===== src/jpeg_frame_marker_locator_assert.svh =====
// ----------------------------------------------------------------------------
// JPEG frame marker locator: assertion macros
// Shared concurrent assertion forms used by the locator RTL.
// ----------------------------------------------------------------------------
`ifndef JPEG_FRAME_MARKER_LOCATOR_ASSERT_SVH
`define JPEG_FRAME_MARKER_LOCATOR_ASSERT_SVH

// Same-cycle implication, disabled while reset is held.
`define JFML_ASSERT_NOW(label, clk, rstn, ante, cons, msg) \
    label: assert property (@(posedge clk) disable iff (!(rstn)) \
        (ante) |-> (cons)) else $error(msg);

// Next-cycle implication, disabled while reset is held.
`define JFML_ASSERT_NEXT(label, clk, rstn, ante, cons, msg) \
    label: assert property (@(posedge clk) disable iff (!(rstn)) \
        (ante) |=> (cons)) else $error(msg);

`endif


===== src/jfml_pkg.sv =====
// ----------------------------------------------------------------------------
// jfml_pkg
// Types and constants shared by the JPEG frame marker locator modules.
// ----------------------------------------------------------------------------
`default_nettype none

package jfml_pkg;

    // Width of byte positions, offsets and lengths
    localparam int POS_BITS = 20;
    localparam int CFG_INDEX_BITS = 1;

    localparam logic [7:0] MARK_LEAD = 8'hFF;
    localparam logic [7:0] MARK_SOI  = 8'hD8;
    localparam logic [7:0] MARK_EOI  = 8'hD9;

    localparam logic [POS_BITS-1:0] HEAD_LIMIT_RESET = POS_BITS'(10000);
    localparam logic [POS_BITS-1:0] TAIL_LIMIT_RESET = POS_BITS'(1048573);

    typedef logic [POS_BITS-1:0] pos_t;

    typedef enum logic [CFG_INDEX_BITS-1:0] {
        REG_HEAD_LIMIT = 1'b0,
        REG_TAIL_LIMIT = 1'b1
    } cfg_index_t;

    typedef enum logic [1:0] {
        ST_FOUND        = 2'd0,
        ST_NO_START     = 2'd1,
        ST_NO_END       = 2'd2,
        ST_SECOND_START = 2'd3
    } status_t;

    typedef enum logic [1:0] {
        PH_HEAD = 2'd0,
        PH_TAIL = 2'd1,
        PH_DONE = 2'd2
    } phase_t;

    // One input beat
    typedef struct packed {
        logic [7:0] data_byte;
        pos_t       tail_start;
        logic       last_byte;
    } in_beat_t;

    // One result beat
    typedef struct packed {
        status_t status;
        pos_t    head_offset;
        pos_t    image_length;
    } result_t;

    // Decision handed from the scanner to the result stage
    typedef struct packed {
        logic    emit;
        result_t result;
    } decision_t;

endpackage

`default_nettype wire


===== src/jfml_in_stage.sv =====
// ----------------------------------------------------------------------------
// jfml_in_stage
// Input register: captures one byte beat and holds it until the scanner
// consumes it.
// ----------------------------------------------------------------------------
`default_nettype none

module jfml_in_stage (
    input  wire logic               aclk,
    input  wire logic               aresetn,
    input  wire logic               s_valid,
    output logic                    s_ready,
    input  wire jfml_pkg::in_beat_t s_beat,
    input  wire logic               consume,
    output logic                    beat_valid,
    output jfml_pkg::in_beat_t      beat
);

    logic               valid_reg;
    logic               valid_next;
    jfml_pkg::in_beat_t beat_reg;

    // Take a new beat when empty or when the held one leaves this cycle
    assign s_ready    = !valid_reg || consume;
    assign valid_next = (s_valid && s_ready) || (valid_reg && !consume);

    always_ff @(posedge aclk) begin
        if (!aresetn) begin
            valid_reg <= 1'b0;
        end else begin
            valid_reg <= valid_next;
        end
    end

    // Load payload on accept
    always_ff @(posedge aclk) begin
        if (s_valid && s_ready) begin
            beat_reg <= s_beat;
        end
    end

    assign beat_valid = valid_reg;
    assign beat       = beat_reg;

endmodule

`default_nettype wire


===== src/jfml_scan.sv =====
// ----------------------------------------------------------------------------
// jfml_scan
// Frame state and marker decision: tracks position and search phase, and
// decides the result for each consumed byte in a single pass.
// ----------------------------------------------------------------------------
`default_nettype none

`include "jpeg_frame_marker_locator_assert.svh"

module jfml_scan (
    input  wire logic               aclk,
    input  wire logic               aresetn,
    input  wire logic               fire,
    input  wire jfml_pkg::in_beat_t beat,
    input  wire jfml_pkg::pos_t     head_limit,
    input  wire jfml_pkg::pos_t     tail_limit,
    output jfml_pkg::decision_t     dec
);

    localparam int PB = jfml_pkg::POS_BITS;

    logic [7:0]       prev_reg,   prev_next;
    jfml_pkg::pos_t   pos_reg,    pos_next;
    jfml_pkg::phase_t phase_reg,  phase_next;
    jfml_pkg::pos_t   start_reg,  start_next;
    jfml_pkg::pos_t   origin_reg, origin_next;

    jfml_pkg::pos_t   origin;
    jfml_pkg::pos_t   pos_m1;
    jfml_pkg::pos_t   rel;
    jfml_pkg::pos_t   first_cand;
    logic [PB:0]      rel_p1;
    logic [PB:0]      next_cand;
    logic [PB:0]      len_raw;
    jfml_pkg::pos_t   len_sat;
    logic             head_hit;
    logic             head_over;
    logic             enter_empty;
    logic             tail_pair;
    logic             tail_soi;
    logic             tail_eoi;
    logic             tail_over;
    jfml_pkg::phase_t phase_after;
    jfml_pkg::pos_t   start_after;

    // Shared compare terms
    always_comb begin
        origin      = (pos_reg == '0) ? beat.tail_start : origin_reg;
        pos_m1      = pos_reg - PB'(1);
        head_hit    = (pos_reg != '0) && (pos_m1 < head_limit) &&
                      (prev_reg == jfml_pkg::MARK_LEAD) &&
                      (beat.data_byte == jfml_pkg::MARK_SOI);
        head_over   = (pos_reg >= head_limit);
        first_cand  = (origin == '0) ? PB'(1) : origin;
        enter_empty = (first_cand >= tail_limit);
        rel         = pos_m1 - start_reg;
        tail_pair   = (rel < tail_limit) && (rel >= origin) &&
                      (prev_reg == jfml_pkg::MARK_LEAD);
        tail_soi    = tail_pair && (beat.data_byte == jfml_pkg::MARK_SOI) &&
                      (rel != '0);
        tail_eoi    = tail_pair && (beat.data_byte == jfml_pkg::MARK_EOI);
        rel_p1      = {1'b0, rel} + (PB+1)'(1);
        next_cand   = (rel_p1 > {1'b0, origin}) ? rel_p1 : {1'b0, origin};
        tail_over   = (next_cand >= {1'b0, tail_limit});
        len_raw     = {1'b0, rel} + (PB+1)'(2);
        len_sat     = len_raw[PB] ? '1 : len_raw[PB-1:0];
    end

    // Decision for the current byte
    always_comb begin
        dec                     = '0;
        dec.result.status       = jfml_pkg::ST_FOUND;
        phase_after             = phase_reg;
        start_after             = start_reg;
        unique case (phase_reg)
            jfml_pkg::PH_HEAD: begin
                if (head_hit) begin
                    phase_after = jfml_pkg::PH_TAIL;
                    start_after = pos_m1;
                    if (enter_empty) begin
                        dec.emit               = 1'b1;
                        dec.result.status      = jfml_pkg::ST_NO_END;
                        dec.result.head_offset = pos_m1;
                    end
                end else if (head_over) begin
                    dec.emit          = 1'b1;
                    dec.result.status = jfml_pkg::ST_NO_START;
                end
            end
            jfml_pkg::PH_TAIL: begin
                dec.result.head_offset = start_reg;
                if (tail_soi) begin
                    dec.emit          = 1'b1;
                    dec.result.status = jfml_pkg::ST_SECOND_START;
                end else if (tail_eoi) begin
                    dec.emit                = 1'b1;
                    dec.result.status       = jfml_pkg::ST_FOUND;
                    dec.result.image_length = len_sat;
                end else if (tail_over) begin
                    dec.emit          = 1'b1;
                    dec.result.status = jfml_pkg::ST_NO_END;
                end
            end
            default: begin
            end
        endcase
        if (dec.emit) begin
            phase_after = jfml_pkg::PH_DONE;
        end
        // Close out an undecided frame on its last byte
        if (beat.last_byte && !dec.emit) begin
            if (phase_after == jfml_pkg::PH_HEAD) begin
                dec.emit          = 1'b1;
                dec.result        = '0;
                dec.result.status = jfml_pkg::ST_NO_START;
            end else if (phase_after == jfml_pkg::PH_TAIL) begin
                dec.emit                = 1'b1;
                dec.result.status       = jfml_pkg::ST_NO_END;
                dec.result.head_offset  = start_after;
                dec.result.image_length = '0;
            end
        end
        dec.emit = dec.emit && fire;
    end

    // Next frame state
    always_comb begin
        prev_next   = prev_reg;
        pos_next    = pos_reg;
        phase_next  = phase_reg;
        start_next  = start_reg;
        origin_next = origin_reg;
        if (fire) begin
            if (beat.last_byte) begin
                prev_next   = '0;
                pos_next    = '0;
                phase_next  = jfml_pkg::PH_HEAD;
                start_next  = '0;
                origin_next = '0;
            end else begin
                prev_next   = beat.data_byte;
                pos_next    = (pos_reg == '1) ? pos_reg : pos_reg + PB'(1);
                phase_next  = phase_after;
                start_next  = start_after;
                origin_next = origin;
            end
        end
    end

    always_ff @(posedge aclk) begin
        if (!aresetn) begin
            prev_reg   <= '0;
            pos_reg    <= '0;
            phase_reg  <= jfml_pkg::PH_HEAD;
            start_reg  <= '0;
            origin_reg <= '0;
        end else begin
            prev_reg   <= prev_next;
            pos_reg    <= pos_next;
            phase_reg  <= phase_next;
            start_reg  <= start_next;
            origin_reg <= origin_next;
        end
    end

    `JFML_ASSERT_NOW(a_no_start_zero_head, aclk, aresetn,
        dec.emit && (dec.result.status == jfml_pkg::ST_NO_START),
        dec.result.head_offset == '0, "no-start result carries a head offset")
    `JFML_ASSERT_NOW(a_len_only_found, aclk, aresetn,
        dec.emit && (dec.result.status != jfml_pkg::ST_FOUND),
        dec.result.image_length == '0, "length set on a failed frame")
    `JFML_ASSERT_NOW(a_decided_silent, aclk, aresetn,
        (phase_reg != jfml_pkg::PH_HEAD) && (phase_reg != jfml_pkg::PH_TAIL),
        !dec.emit, "second result for a decided frame")
    `JFML_ASSERT_NEXT(a_last_clears, aclk, aresetn,
        fire && beat.last_byte,
        (pos_reg == '0) && (phase_reg == jfml_pkg::PH_HEAD),
        "frame state not cleared after last byte")

endmodule

`default_nettype wire


===== src/jfml_out_stage.sv =====
// ----------------------------------------------------------------------------
// jfml_out_stage
// Result register: holds one result beat until the receiver takes it.
// ----------------------------------------------------------------------------
`default_nettype none

module jfml_out_stage (
    input  wire logic                aclk,
    input  wire logic                aresetn,
    input  wire jfml_pkg::decision_t dec,
    output logic                     can_load,
    output logic                     m_valid,
    input  wire logic                m_ready,
    output jfml_pkg::result_t        m_result
);

    logic              valid_reg;
    logic              valid_next;
    jfml_pkg::result_t result_reg;

    // Room when empty or when the held result leaves this cycle
    assign can_load   = !valid_reg || m_ready;
    assign valid_next = dec.emit || (valid_reg && !m_ready);

    always_ff @(posedge aclk) begin
        if (!aresetn) begin
            valid_reg <= 1'b0;
        end else begin
            valid_reg <= valid_next;
        end
    end

    // Capture a new result
    always_ff @(posedge aclk) begin
        if (dec.emit) begin
            result_reg <= dec.result;
        end
    end

    assign m_valid  = valid_reg;
    assign m_result = result_reg;

endmodule

`default_nettype wire


===== src/jpeg_frame_marker_locator.sv =====
// ----------------------------------------------------------------------------
// jpeg_frame_marker_locator
// Finds the FF D8 / FF D9 markers of one JPEG image in a camera frame buffer.
// ----------------------------------------------------------------------------
// Usage:
//   Input channel s_*: one buffer byte per beat, with s_tail_start sampled on
//   the first byte of a frame and s_last_byte on the final byte.
//   Result channel m_*: at most one beat per frame carrying status, the start
//   marker offset and the image length (end offset plus 2).
//   Configuration: cfg_wr_en writes cfg_wr_data to the register selected by
//   cfg_wr_addr (0 head search limit, 1 tail search limit); write only while
//   the block is idle.
//   Path: the byte that decides a result is accepted into the input
//   register; once consumed, its decision lands in the result register,
//   which drives m_valid.
//   Throughput: one byte per cycle while the result register has room; the
//   decision is a handful of 20-bit compares between the two registers.
//   Reset: clears the frame state and the valid flags of both pipeline
//   registers; the limits return to 10000 and 1048573.
//   Stall: while m_ready is low a held result blocks the next decision;
//   then, once the input register holds a byte, s_ready drops.
// ----------------------------------------------------------------------------
`default_nettype none

module jpeg_frame_marker_locator (
    input  wire logic                                  aclk,
    input  wire logic                                  aresetn,
    input  wire logic                                  cfg_wr_en,
    input  wire logic [jfml_pkg::CFG_INDEX_BITS-1:0]   cfg_wr_addr,
    input  wire logic [jfml_pkg::POS_BITS-1:0]         cfg_wr_data,
    input  wire logic                                  s_valid,
    output logic                                       s_ready,
    input  wire logic [7:0]                            s_data_byte,
    input  wire logic [jfml_pkg::POS_BITS-1:0]         s_tail_start,
    input  wire logic                                  s_last_byte,
    output logic                                       m_valid,
    input  wire logic                                  m_ready,
    output logic [1:0]                                 m_status,
    output logic [jfml_pkg::POS_BITS-1:0]              m_head_offset,
    output logic [jfml_pkg::POS_BITS-1:0]              m_image_length
);

    jfml_pkg::pos_t      head_limit_reg;
    jfml_pkg::pos_t      tail_limit_reg;
    jfml_pkg::in_beat_t  s_beat;
    jfml_pkg::in_beat_t  beat;
    logic                beat_valid;
    logic                can_load;
    logic                fire;
    jfml_pkg::decision_t dec;
    jfml_pkg::result_t   m_result;

    // Configuration registers
    always_ff @(posedge aclk) begin
        if (!aresetn) begin
            head_limit_reg <= jfml_pkg::HEAD_LIMIT_RESET;
            tail_limit_reg <= jfml_pkg::TAIL_LIMIT_RESET;
        end else if (cfg_wr_en) begin
            unique case (jfml_pkg::cfg_index_t'(cfg_wr_addr))
                jfml_pkg::REG_HEAD_LIMIT: head_limit_reg <= cfg_wr_data;
                jfml_pkg::REG_TAIL_LIMIT: tail_limit_reg <= cfg_wr_data;
                default: begin
                end
            endcase
        end
    end

    assign s_beat.data_byte  = s_data_byte;
    assign s_beat.tail_start = s_tail_start;
    assign s_beat.last_byte  = s_last_byte;

    // Advance a held byte whenever the result register has room
    assign fire = beat_valid && can_load;

    jfml_in_stage u_in_stage (
        .aclk       (aclk),
        .aresetn    (aresetn),
        .s_valid    (s_valid),
        .s_ready    (s_ready),
        .s_beat     (s_beat),
        .consume    (fire),
        .beat_valid (beat_valid),
        .beat       (beat)
    );

    jfml_scan u_scan (
        .aclk       (aclk),
        .aresetn    (aresetn),
        .fire       (fire),
        .beat       (beat),
        .head_limit (head_limit_reg),
        .tail_limit (tail_limit_reg),
        .dec        (dec)
    );

    jfml_out_stage u_out_stage (
        .aclk     (aclk),
        .aresetn  (aresetn),
        .dec      (dec),
        .can_load (can_load),
        .m_valid  (m_valid),
        .m_ready  (m_ready),
        .m_result (m_result)
    );

    assign m_status       = m_result.status;
    assign m_head_offset  = m_result.head_offset;
    assign m_image_length = m_result.image_length;

endmodule

`default_nettype wire


===== config.mk =====
export PLATFORM = sky130hd
export DESIGN_NAME = jpeg_frame_marker_locator
export DESIGN_NICKNAME = d
export VERILOG_FILES = /design/src/jfml_pkg.sv /design/src/jfml_in_stage.sv /design/src/jfml_scan.sv /design/src/jfml_out_stage.sv /design/src/jpeg_frame_marker_locator.sv
export VERILOG_INCLUDE_DIRS = /design/src /design/src/src
export SDC_FILE = /design/constraint.sdc
export NUM_CORES = 1
export LEC_CHECK = 0
export BUFFER_PORTS_ARGS = -buffer_cell sky130_fd_sc_hd__buf_2
export CORE_ASPECT_RATIO = 0.75
export CORE_UTILIZATION = 30
export CTS_CLUSTER_DIAMETER = 100
export DETAILED_ROUTE_END_ITERATION = 8
export PLACE_DENSITY = 0.44
export SLEW_MARGIN = 10
export SYNTH_ARGS = -nofsm -noshare
export SYNTH_HDL_FRONTEND = slang
export SYNTH_SLANG_ARGS = --single-unit
export TNS_END_PERCENT = 30

===== constraint.sdc =====
create_clock -name aclk -period 25.5 [get_ports aclk]
set_input_delay 6.375 -clock aclk [delete_from_list [all_inputs] [get_ports aclk]]
set_output_delay 6.375 -clock aclk [all_outputs]
set_load 0.05 [all_outputs]

==> Word level (Yosys, flattened, before mapping) <==
Index checks and enable logic that the tools add are counted.
{ "word_totals": {"ff_bits": 183, "latchBits": 0, "ramBits": 0, "mem_bits_ro": 0, "out_inout_bits": 44, "elab_cells": 96, "memories": 0} }
{ "op_classes": {"addsub": 5, "n_mul": 0, "div_mod_pow": 0, "order_cmp": 7, "eq_ne": 7, "n_shift": 0, "muxes": 29, "n_bitwise": 1, "n_reduce_logical": 32} }
{ "op_table": {"columns": ["cell", "n"], "rows": [
  ["$mux W20", 13],
  ["$mux W43", 3],
  ["$ge A20 B20 Y1", 3],
  ["$pmux W23 S2", 1],
  ["$logic_not A20 Y1", 2],
  ["$lt A20 B20 Y1", 2],
  ["$reduce_bool A20 Y1", 2],
  ["$eq A8 B8 Y1 const B", 3],
  ["$mux W23", 1],
  ["$add A20 B1 Y21 const B", 1],
  ["$add A20 B2 Y21 const B", 1],
  ["$ge A21 B20 Y1", 1],
  ["$gt A21 B20 Y1", 1],
  ["$mux W21", 1],
  ["$add A20 B1 Y20 const B", 1],
  ["$eq A20 B20 Y1 const B", 1],
  ["$sub A20 B1 Y20 const B", 1],
  ["$sub A20 B20 Y20", 1],
  ["$mux W3", 5],
  ["$logic_and A1 B1 Y1", 14],
  ["$mux W2", 4],
  ["$mux W8", 1],
  ["$reduce_and A2 Y1", 3],
  ["$logic_not A1 Y1", 5],
  ["5 further kinds", 10]
]} }

==> Longest topological paths before layout <==
{ "depth": {"word_depth": 17, "depth_mapped": 38, "depth_no_buf": 36} }

==> Hierarchy <==
Synthesis repeated with hierarchy kept, for this count alone.
{ "hier_totals": {"cells_unflattened": 1569, "hier_area_um2": 13734.4} }
{ "by_module_without_submodules": {"columns": ["mod", "n_inst", "cells_each", "area_each_um2"], "rows": [
  ["jfml_scan", 1, 1312, 9895.7],
  ["jpeg_frame_marker_locator", 1, 177, 1600.3],
  ["jfml_out_stage", 1, 46, 1310.0],
  ["jfml_in_stage", 1, 34, 928.4]
]} }

==> Least setup slack after synthesis <==
OpenSTA, ideal clock, no wires.
{ "synth_path": {"kind": "input-to-output", "startpoint": "input m_ready", "endpoint": "output s_ready", "arrival_time_ps": 6923, "setup_slack_ps": 12202, "cell_stages": 2, "n_path_buf": 0, "path_cell_list": "nor2b_1 > nand2_1"} }
{ "synth_via": {"elab_chain_cells": 3} }
{ "synth_rtl": {"columns": ["item", "line_no", "rtl"], "rows": [
  ["start, declared", "jpeg_frame_marker_locator.sv:37", "input wire logic m_ready,"],
  ["$logic_or A1 B1 Y1", "jfml_out_stage.sv:22", "assign can_load = !valid_reg || m_ready;"],
  ["$logic_and A1 B1 Y1", "jpeg_frame_marker_locator.sv:73", "assign fire = beat_valid && can_load;"],
  ["$logic_or A1 B1 Y1", "jfml_in_stage.sv:24", "assign s_ready = !valid_reg || consume;"],
  ["end, declared", "jpeg_frame_marker_locator.sv:32", "output logic s_ready,"]
]} }
Every way passes these cells.

==> Final worst setup path <==
Same ends and word-level chain as after synthesis.

==> run_results.csv <==
group,metric,value,unit
synthesis,ys_ff_latch,183,
critical_path,worst_setup_path_end_kind,"output pin",
timing,fin_skew,0.01624,ns
timing,setup-violations-final,0,
power_and_ir_drop,seqPwrFrac,37.3,%
detailed_routing,vias,10870,
global_routing,grt_pass1_vias,10480,
timing,fin_ws,11.90,ns
global_routing,grt_pass1_wl,64510,um
floorplanning,die-area,45040,um2
global_routing,gr-usage-all-layers,19.21,%
critical_path,crit_path_start,"m_ready",
finish,drive_gt1_share,14.16,%
critical_path,critPathRequiredTime,19.12,ns
cts,postCtsResizedCells,0,
cts,cts.sinks,183,
synthesis,syn_nets,1671,
finish,fillCellCount,4556,
cts,cts_tree,"yes",
synthesis,synth_area_leaders,"dfxtp_1 17%, edfxtp_1 16%, ha_1 15%, nand2_1 3.5%, nor2b_1 3.2%",
synthesis,avgSynthCellArea,9.129,um2
timing,post-route-period-util,53.33,%
detailed_routing,drc_errors,0,
power_and_ir_drop,combPwrFrac,30.7,%
floorplanning,rows,66,
synthesis,synth_cells,1452,
detailed_routing,drtAntennaViolNets,0,
critical_path,r2r-start,"u_scan.pos_reg[0]",
timing,fmax,0.07354,GHz
critical_path,r2r_cells,35,
finish,layoutNonFillerInstCount,2111,
cts,cts_buffers,17,
critical_path,path_class,"primary input to output pin",
power_and_ir_drop,p_clk_share,32.0,%
floorplanning,core_area,43440,um2
finish,num-nets-final,1738,
timing,rsz0062_at_grt,"no",
placement,pre_cts_ws,11.88,ns
synthesis,yosys_most_used_dff,"dfxtp_1",
power_and_ir_drop,vdd.ir_drop.worst,0.05161,mV
timing,period_needed,13.60,ns
run_status,status,"finished clean",
cts,cts_hold_buf,0,
critical_path,worstPathArrival,7.22,ns
power_and_ir_drop,intPower,0.0005561,W
power_and_ir_drop,powerDensity,57.14,nW/um2
synthesis,synth.yosys.warnings,0,
detailed_routing,first_iter_violations,774,
placement,gp_congestion,0.8572,
floorplanning,initial_core_util,30.52,%
cts,cts_setup_buffers,0,
detailed_routing,wl_per_cell,20.17,um
synthesis,synth_most_common_cell,"ha_1",
finish,largest_register_ffs,42,
timing,finalHoldViolCount,0,
detailed_routing,wirelength,42590,um
critical_path,crit_fanout,5,
placement,hpwl,33260,um
detailed_routing,vias_per_cell,5.150,
cts,root_buffer,"clkbuf_16",
critical_path,r2r_slack,15.87,ns
placement,placedCellCount,2078,
power_and_ir_drop,p_switching,0.0002935,W
job,drv_cap,0,
critical_path,crit_path_end,"s_ready",
synthesis,yosys-top-cells-count,"163 x ha_1, 122 x nand2_1, 112 x dfxtp_1",
cts,cts_buffer_depth,2,
hold_path,hold_class,"register to register",
global_routing,globalRouteOverflowTotal,0,
floorplanning,die_h,184.0,um
synthesis,synth_seq_area_share,33.00,%
floorplanning,ios,99,
synthesis,synth-edff-count,71,
critical_path,rr_endpoint,"u_out_stage.m_result[4]",
critical_path,start_kind,"primary input",
detailed_routing,drtPass1Iterations,5,
cts,htree_levels,4,
power_and_ir_drop,power_leakage,6.109,nW
synthesis,synth_cell_types,88,
global_routing,grt_max_degree,97,
timing,final.setup.tns,0,ns
placement,port_buffers,98,
timing,relSlewSlack,23.41,%
synthesis,synth_area,13260,um2
floorplanning,die_w,244.7,um
global_routing,antenna_found_initial,1,
cts,insertion_delay,0.47,ns
synthesis,synthArstFlopShare,0,%
synthesis,yosysTopAreaCell,"dfxtp_1",
timing,worst_pin_slew,1.144,ns
cts,path_clk_slew,0.07,ns
power_and_ir_drop,p_sw_share,34.54,%
finish,synthToLayoutAreaGrowth,12.18,%
timing,maxSlewViolCount,0,
synthesis,yosys.area.top_type_share,16.92,%
## per-stage QoR
stage	area [um2]	hold slack [ns]	util, %	total power [W]
6_report	14870	0.4694	34.23	0.0008496
2_1_floorplan	13260	0.4435	-	0.0005165
3_5_place_dp	14270	0.4613	32.86	0.0005803
4_1_cts	14870	0.4717	34.23	0.0008586
5_1_grt	14870	0.4970	34.23	0.0008986
3_3_place_gp	14270	0.4587	32.86	0.0005781
## final cells by class
class / instances / area, um2 / share of cell area, %
multi-input cells: 1095 / 8147 / 54.79
flip-flops and latches: 183 / 4374 / 29.42
well taps: 578 / 723.2 / 4.864
repair buffers: 118 / 640.6 / 4.308
clock buffers: 18 / 429.2 / 2.886
inverters: 104 / 390.4 / 2.625
clock inverters: 14 / 162.7 / 1.094
diodes: 1 / 2.502 / 0.01683
## worst min path at each step
stage	start	to	slack, ns	depth (start not counted)
3_5_place_dp	head_limit_reg[5]	head_limit_reg[5]	0.46	2
3_3_place_gp	head_limit_reg[1]	head_limit_reg[1]	0.46	2
2_1_floorplan	head_limit_reg[11]	head_limit_reg[11]	0.44	2
4_1_cts	head_limit_reg[5]	head_limit_reg[5]	0.47	2
6_report	head_limit_reg[5]	head_limit_reg[5]	0.47	2
5_1_grt	head_limit_reg[2]	head_limit_reg[2]	0.50	2
## logic make-up after synthesis
kind of cell	Yosys count	share of synthesized area [%]
xor+xnor	67	4.531
flops	183	33.00
buf+inv	174	5.682
fa+ha+maj	164	15.54
mux	44	4.219
simple gates	465	18.30
compound gates	355	18.73
## layer usage
metal,global-route usage (%),routed length [um]
met4,4.650,580
met5,0,0
met2,27.06,16910
met1,29.46,23150
met3,3.474,1944
## worst max-delay path: stages
cell	delay [ns]
buf_2	0.12
nor2b_1	0.30
nand2_1	0.18
buf_2	0.25
## power groups by stage
stage / Clock, W / Sequential (W) / Combinational (W)
finish: 0.000272 / 0.000317 / 0.000261
global placement: 0 / 0.000324 / 0.000254
CTS: 0.000283 / 0.000317 / 0.000259
floorplan: 0 / 0.000328 / 0.000189
detailed placement: 0 / 0.000324 / 0.000257
global route: 0.000292 / 0.000318 / 0.000289
## layout by cell type (no fill, tap or decap), types with 20 or more instances in the layout
master      n
a21o_1     40
nand3_1    24
xnor2_1    37
edfxtp_1   71
buf_2      98
nor2_1     78
a22oi_1    41
nor3_1     30
nor2b_1    67
nand4_1    40
o21ai_0    44
a22o_1     21
inv_1     104
nand2_1   122
o211ai_1   29
dfxtp_1   112
xor2_1     29
a21oi_1    84
ha_1      163
buf_4      20
No activity file was read; power rests on OpenSTA's default activity.
